[src/rtl/core/ghs_pkg.sv]
// Shared widths, register indexes and handoff types of the histogram smoother.
package ghs_pkg;

   localparam int HW_W      = 3;   // half width register
   localparam int BIN_W     = 32;  // bin weight, Q16.16
   localparam int TAP_W     = 24;  // tap, Q8.16
   localparam int OUT_W     = 40;  // smoothed value, Q24.16
   localparam int FRAC_W    = 16;  // fraction bits dropped by the rounding step
   localparam int TAP_COUNT = 7;   // center tap plus offsets one to six
   localparam int PAIR_W    = BIN_W + 1;
   localparam int PROD_W    = PAIR_W + TAP_W;
   localparam int CSR_IDX_W = 3;

   // Q8.16 unity, used as the center tap in pass-through mode
   localparam logic [TAP_W-1:0] TAP_UNITY = TAP_W'(1) << FRAC_W;

   // configuration register indexes
   localparam logic [CSR_IDX_W-1:0] CSR_HALF_WIDTH = CSR_IDX_W'(0);
   localparam logic [CSR_IDX_W-1:0] CSR_TAP_CENTER = CSR_IDX_W'(1);

   // one filter step handed from the window sequencer to the datapath
   typedef struct packed {
      logic valid;
      logic final_out;
   } ghs_step_type;

endpackage

[src/rtl/core/ghs_window.sv]
// Bin history, sample window and flush sequencer of the histogram smoother.
module ghs_window
   import ghs_pkg::*;
#(
   parameter int MAX_HALF = 6
) (
   input  logic                                   clock,
   input  logic                                   reset,
   input  logic                                   req_valid,
   output logic                                   req_ready,
   input  logic [BIN_W-1:0]                       req_weight,
   input  logic                                   req_final,
   input  logic [HW_W-1:0]                        h_eff,
   input  logic                                   step_ready,
   output ghs_step_type                           step,
   output logic [2*MAX_HALF:0][BIN_W-1:0]         win,
   output logic [HW_W-1:0]                        win_h
);

   localparam int DEPTH  = 2 * MAX_HALF;
   localparam int WIN    = DEPTH + 1;
   localparam int SEEN_W = $clog2(MAX_HALF + 1);

   logic [BIN_W-1:0]  hist_ff [DEPTH];
   logic [BIN_W-1:0]  hist_in [DEPTH];
   logic [SEEN_W-1:0] seen_ff, seen_in;
   logic [BIN_W-1:0]  win_ff [WIN];
   logic [BIN_W-1:0]  win_in [WIN];
   logic              vld_ff, vld_in;
   logic              fin_ff, fin_in;
   logic [HW_W-1:0]   h_ff, h_in;
   logic [HW_W-1:0]   d_ff, d_in;
   logic [HW_W-1:0]   skip_ff, skip_in;

   logic              emit, last, fire, accept;
   logic [HW_W-1:0]   seen_lim;

   // a step yields a word only when its center bin lies inside the histogram
   assign emit      = (d_ff >= skip_ff);
   assign last      = !fin_ff || (d_ff == h_ff);
   assign fire      = vld_ff && (step_ready || !emit);
   assign req_ready = !vld_ff || (fire && last);
   assign accept    = req_valid && req_ready;

   assign step.valid     = vld_ff && emit;
   assign step.final_out = fin_ff && last;
   assign win_h          = h_ff;

   always_comb begin
      for (int j = 0; j < WIN; j++) begin
         win[j] = win_ff[j];
      end
   end

   always_comb begin
      if (int'(seen_ff) < int'(h_eff)) begin
         seen_lim = HW_W'(seen_ff);
      end else begin
         seen_lim = h_eff;
      end
   end

   always_comb begin
      hist_in = hist_ff;
      seen_in = seen_ff;
      win_in  = win_ff;
      vld_in  = vld_ff;
      fin_in  = fin_ff;
      h_in    = h_ff;
      d_in    = d_ff;
      skip_in = skip_ff;

      // flush: shift a zero bin into the window
      if (fire && !last) begin
         win_in[0] = '0;
         for (int j = 1; j < WIN; j++) begin
            win_in[j] = win_ff[j-1];
         end
         d_in = d_ff + HW_W'(1);
      end
      if (fire && last) begin
         vld_in = 1'b0;
      end

      if (accept) begin
         vld_in    = 1'b1;
         win_in[0] = req_weight;
         for (int j = 1; j < WIN; j++) begin
            win_in[j] = hist_ff[j-1];
         end
         h_in   = h_eff;
         d_in   = '0;
         fin_in = req_final;
         if (req_final) begin
            skip_in = h_eff - seen_lim;
         end else if (seen_lim >= h_eff) begin
            skip_in = '0;
         end else begin
            skip_in = HW_W'(1);
         end

         if (req_final) begin
            for (int j = 0; j < DEPTH; j++) begin
               hist_in[j] = '0;
            end
            seen_in = '0;
         end else begin
            hist_in[0] = req_weight;
            for (int j = 1; j < DEPTH; j++) begin
               hist_in[j] = hist_ff[j-1];
            end
            if (int'(seen_ff) < MAX_HALF) begin
               seen_in = seen_ff + SEEN_W'(1);
            end
         end
      end
   end

   always_ff @(posedge clock) begin
      if (reset) begin
         vld_ff  <= 1'b0;
         seen_ff <= '0;
         for (int j = 0; j < DEPTH; j++) begin
            hist_ff[j] <= '0;
         end
      end else begin
         vld_ff  <= vld_in;
         seen_ff <= seen_in;
         hist_ff <= hist_in;
      end
   end

   always_ff @(posedge clock) begin
      win_ff  <= win_in;
      fin_ff  <= fin_in;
      h_ff    <= h_in;
      d_ff    <= d_in;
      skip_ff <= skip_in;
   end

endmodule

[config.mk]
export PLATFORM = sky130hd
export DESIGN_NAME = ghs_window
export DESIGN_NICKNAME = d
export VERILOG_FILES = /design/src/rtl/core/ghs_pkg.sv /design/src/rtl/core/ghs_window.sv
export SDC_FILE = /design/constraint.sdc
export NUM_CORES = 2
export LEC_CHECK = 0
export BUFFER_PORTS_ARGS = -buffer_cell sky130_fd_sc_hd__buf_2
export CORE_MARGIN = 2
export CORE_UTILIZATION = 45
export DETAILED_ROUTE_END_ITERATION = 12
export PLACE_DENSITY_LB_ADDON = 0.2
export SYNTH_ARGS = -nofsm -noshare
export SYNTH_HDL_FRONTEND = slang
export SYNTH_SLANG_ARGS = --single-unit
[constraint.sdc]
create_clock -name clock -period 12.4 [get_ports clock]
set_clock_uncertainty 0.05 [all_clocks]
set_input_delay 0.62 -clock clock [delete_from_list [all_inputs] [get_ports clock]]
set_output_delay 0.62 -clock clock [all_outputs]
set_load 0.01 [all_outputs]
# --- Word level (Yosys, flattened, before mapping) ---
# Cells that the tools add are included.
totals:
  ff_bits: 814
  latch_bits: 0
  ram_bits: 0
  rom_bits: 0
  n_memories: 0
op_classes:
  n_addsub: 3
  n_mul: 0
  div: 0
  magnitude_cmp: 4
  n_eq_ne: 1
  n_shift: 0
  muxes: 10
  n_bitwise: 0
  n_reduce_logical: 17
ops:
  columns: ["op", "n"]
  rows:
  - ["$mux 416", 2]
  - ["$mux 384", 1]
  - ["$mux 3", 4]
  - ["$add 3x1->3 const B", 2]
  - ["$ge 3x3->1", 2]
  - ["$logic_and 1x1->1", 6]
  - ["$reduce_bool 2->1", 3]
  - ["$logic_not 1->1", 4]
  - ["$eq 3x3->1", 1]
  - ["$logic_or 1x1->1", 3]
  - ["$lt 3x3->1", 1]
  - ["$lt 3x3->1 const B", 1]
  - ["$mux 1", 3]
  - ["$sub 3x3->3", 1]
  - ["$reduce_and 2->1", 1]

# --- Depth between registers and ports, before layout ---
logic_depth:
  depth_word: 8
  mapped_depth: 12
  ltp_nobuf: 12

# --- Worst setup path before layout ---
# No wires, ideal clock.
synth_path:
  kind: "register -> register"
  start: "reg d_ff[0]"
  end: "reg win_ff (netlist bit win[0]) (enable)"
  setup_time_ns: 2.995
  arrival_time_ns: 8.412
  required_ns: 9.355
  path_slack_ns: 0.943
  path_stages_with_launch: 10
  period_less_slack_ns: 11.457
  cell_sequence: "dfxtp_1 > inv_1 > ha_1 > nand2b_1 > a31oi_2 > o211ai_2 > buf_6 > buf_4 > clkbuf_1 > nand2_1"
synth_via:
  elab_chain_len: 8
  word_cells_on_any_way: 12
synth_lines:
  columns: ["element", "line", "text"]
  rows:
  - ["from (decl)", "ghs_window.sv:32", "logic [HW_W-1:0] d_ff, d_in;"]
  - ["from (signal assigned)", "ghs_window.sv:137", "d_ff <= d_in;"]
  - ["$ge 3x3->1", "ghs_window.sv:39", "assign emit = (d_ff >= skip_ff);"]
  - ["$logic_not 1->1", "ghs_window.sv:41", "assign fire = vld_ff && (step_ready || !emit);"]
  - ["$logic_or 1x1->1", "ghs_window.sv:41", null]
  - ["$logic_and 1x1->1", "ghs_window.sv:41", null]
  - ["$logic_and 1x1->1", "ghs_window.sv:42", "assign req_ready = !vld_ff || (fire && last);"]
  - ["$logic_or 1x1->1", "ghs_window.sv:42", null]
  - ["$logic_and 1x1->1", "ghs_window.sv:43", "assign accept = req_valid && req_ready;"]
  - ["$reduce_bool 2->1 (no line) (*)", null, null]
  - ["to (signal assigned)", "ghs_window.sv:134", "win_ff <= win_in;"]
  - ["to (decl)", "ghs_window.sv:27", "logic [BIN_W-1:0] win_ff [WIN];"]
# Mark *: on every way between the ends. The rest lies on a longest branch, timed or not.
# A chain may end at the register's enable or synchronous reset.

# --- Final worst setup path ---
layout_path:
  start: "reg d_ff[0]"
  end: "reg win_ff (netlist bit win[307]) (enable)"
# The elaborated chain is that of the path after synthesis.

==> impl_metrics.env <==
export IMPL_status="finished, final reports clean"
export IMPL_start_kind="flop"
export IMPL_worst_slew_pin_slew_ns=1.14
export IMPL_gp_congestion=0.819
export IMPL_grt_pass1_vias=23600
export IMPL_worst_hold_path_endpoint="win_h[0]$_DFFE_PP_"
export IMPL_grt_overflow=0
export IMPL_period_share_pct=43.6
export IMPL_cts_made_buffers=87
export IMPL_setup_viol=0
export IMPL_drt_pass1_iterations=5
export IMPL_routed_wl_mm=95.7
export IMPL_final_core_util_pct=52.6
export IMPL_hold_path_class="input pin to flop"
export IMPL_final_cells=4830
export IMPL_met3_usage_pct=5.88
export IMPL_synth_area_top_cells="edfxtp_1 (38%), dfxtp_1 (23%), nand2_1 (17%), nand3b_1 (8.6%), a21oi_1 (5.8%)"
export IMPL_rsz0062_at_grt="no"
export IMPL_post_cts_setup_buffers=0
export IMPL_num_antenna_cells=0
export IMPL_multi_input_area_um2=11300
export IMPL_clock_latency_ns=0.64
export IMPL_hold_depth=1
export IMPL_synth_warnings=0
export IMPL_hold_viol=0
export IMPL_ctsResizeCount=0
export IMPL_register_area_um2=20500
export IMPL_required_ns=12.59
export IMPL_grt_met1_usage_pct=29.0
export IMPL_start_util_pct=45.7
export IMPL_synth_seq_area_share_pct=61.4
export IMPL_r2r_end="win[307]$_DFFE_PP_"
export IMPL_r2r_worst_path_cells=10
export IMPL_grtUsageTotal_pct=24.1
export IMPL_rows=99
export IMPL_final_setup_worst_slack_ns=6.99
export IMPL_busiest_layer="met2"
export IMPL_max_slew_margin_rel_pct=24.0
export IMPL_clock_sinks=814
export IMPL_synth_flop_cell="edfxtp_1"
export IMPL_avgSynthCellArea_um2=9.59
export IMPL_drv_slew=0
export IMPL_clockRootBuffer="clkbuf_16"
export IMPL_cts_reportedPaths_clkPinSlew_ns=0.06
export IMPL_cts_hold_buf=0
export IMPL_synth_seq_cells=814
export IMPL_vias=24700
export IMPL_place_inst=4666
export IMPL_first_iter_violations=1875
export IMPL_synth_area_leader_cell="edfxtp_1"
export IMPL_tns_ns=0
export IMPL_grt_util_met2_pct=42.0
export IMPL_postRouteAntennaNets=0
export IMPL_power_leakage_nw=15.4
export IMPL_dp_hpwl_mm=62.1
export IMPL_grt_max_degree=288
export IMPL_min_period_ns=5.41
export IMPL_nNetsFinal=3848
export IMPL_min_delay_start="h_eff[0]"
export IMPL_fp_dieH_um=277
export IMPL_synth_common_cells="nand2_1 (1540), edfxtp_1 (423), dfxtp_1 (391), a21oi_1 (388), nand3b_1 (385)"
export IMPL_wl_per_cell_um=19.8
export IMPL_die_w_um=277
export IMPL_routed_via_density=5.12
export IMPL_async_reset_ff_share_pct=0
export IMPL_core_area_um2=73200
export IMPL_fillers=6844
export IMPL_portBuffers=461
export IMPL_synth_area_um2=33400
export IMPL_rrSetupSlack_ns=6.99
export IMPL_yosys_cell_count_top_type="nand2_1"
export IMPL_cp_arrival_ns=5.60
export IMPL_crit_type="flop to flop"
export IMPL_vdd_ir_drop_max_v=0.000134
export IMPL_total_power_mw=6.58
export IMPL_cts_htree_levels=3
export IMPL_syn_nets=3540
export IMPL_cts_tree="done"
export IMPL_pre_cts_ws_ns=7.07
export IMPL_area_growth_pct=15.1
export IMPL_drive_gt1_share_pct=15.9
export IMPL_drv_cap=0
export IMPL_grt_pass1_wl_mm=142
export IMPL_cts_max_path_buffers=3
export IMPL_grt_antenna_before_repair=0
export IMPL_synth_top_area_share_pct=38.0
export IMPL_ios=462
export IMPL_cp_max_fo=213
export IMPL_rr_startpoint="d_ff[0]$_SDFFE_PP0P_"
export IMPL_max_freq_mhz=185
export IMPL_synth_edf_count=423
export IMPL_dieArea_um2=76500
export IMPL_post_route_drc_count=0
export IMPL_ys_types=36
export IMPL_power_density_nw_per_um2=171
export IMPL_syn_inst=3488
export IMPL_cp_end_kind="flop"
[worst max-delay path, stage by stage, from the launching register on]
cell      delay, ns
dfxtp_1        0.37
inv_1          0.09
ha_1           0.29
nand2b_1       0.16
a31oi_2        0.37
o211ai_4       0.14
buf_12         0.24
buf_12         0.46
nand2_4        0.69
buf_4          0.82
buf_4          0.96
[power breakdown]
part           internal (mW)  total, mW  leakage [nW]  switching (mW)
clock network           1.53       2.61          1.42            1.08
logic                  0.213      0.742          6.55           0.529
registers               3.09       3.23          7.45           0.141
[how the worst max path moves through the flow]
stage               slack [ns]            startpoint  cells after the start              endpoint
floorplan                 0.94  d_ff[0]$_SDFFE_PP0P_                      9  win[0]$_SDFFCE_PN0P_
global placement          7.16  d_ff[0]$_SDFFE_PP0P_                     10    win[280]$_DFFE_PP_
detailed placement        7.07  d_ff[0]$_SDFFE_PP0P_                     10    win[279]$_DFFE_PP_
CTS                       7.08  d_ff[0]$_SDFFE_PP0P_                     10    win[275]$_DFFE_PP_
global route              6.67  d_ff[0]$_SDFFE_PP0P_                     10    win[307]$_DFFE_PP_
finish                    6.99  d_ff[0]$_SDFFE_PP0P_                     10    win[307]$_DFFE_PP_
[flip-flops by register name, summed over array words and instances (netlist names)]
name	flops
seen_ff	3
win	416
hist_ff	384
win_h	3
vld_ff	1
d_ff	3
skip_ff	3
fin_ff	1
[cells by family (layout without fill, tap and decap cells)]
logic type | after synthesis | count (layout) | synth area share [%]
and+or+nand+nor | 1975 | 1975 | 26.8
DFF | 814 | 814 | 61.4
AOI/OAI and AO/OA | 406 | 406 | 6.20
buffers and inverters | 273 | 656 | 4.90
adders and majority gates | 12 | 12 | 0.472
xor gates and xnor gates | 5 | 5 | 0.131
muxes | 3 | 3 | 0.0936
[cell usage in the layout (no fill, tap or decap), drive strengths merged]
cell,instances
a211oi,1
a21o,2
a21oi,388
a31o,1
a31oi,3
and2,34
buf,480
bufinv,5
clkbuf,135
clkinv,18
dfxtp,391
edfxtp,423
fa,1
ha,11
inv,18
mux2,1
mux2i,2
nand2,1540
nand2b,3
nand3,2
nand3b,385
nor2,7
nor2b,2
nor3,2
o211ai,2
o21ai,6
o2bb2ai,1
o31ai,1
o41ai,1
xnor2,5
[layer usage]
| metal | share of wire (%) | vias to the layer above |
|---|---|---|
| met4 | 3.5 | 0 |
| met5 | 0 | - |
| met3 | 6.0 | 152 |
| met1 | 40 | 11800 |
| li1 | - | 12200 |
| met2 | 50 | 622 |
[final cells by class]
type                       count  area share (%)
clock inverter                29           0.839
inverter                      12           0.159
multi-input combinational   2401            29.3
sequential                   814            53.3
clock buffer                 135            6.65
tap                          959            3.12
timing repair buffer         480            6.58
[metrics by stage]
step | hold WS [ns] | instance area (µm²)
final | 0.186 | 38500
after global routing | 0.160 | 38500
after CTS | 0.148 | 38500
after detailed placement | 0.393 | 35600
after global placement | 0.390 | 35600
after floorplan | 0.382 | 33400
Power figures use the tool's default switching activity.
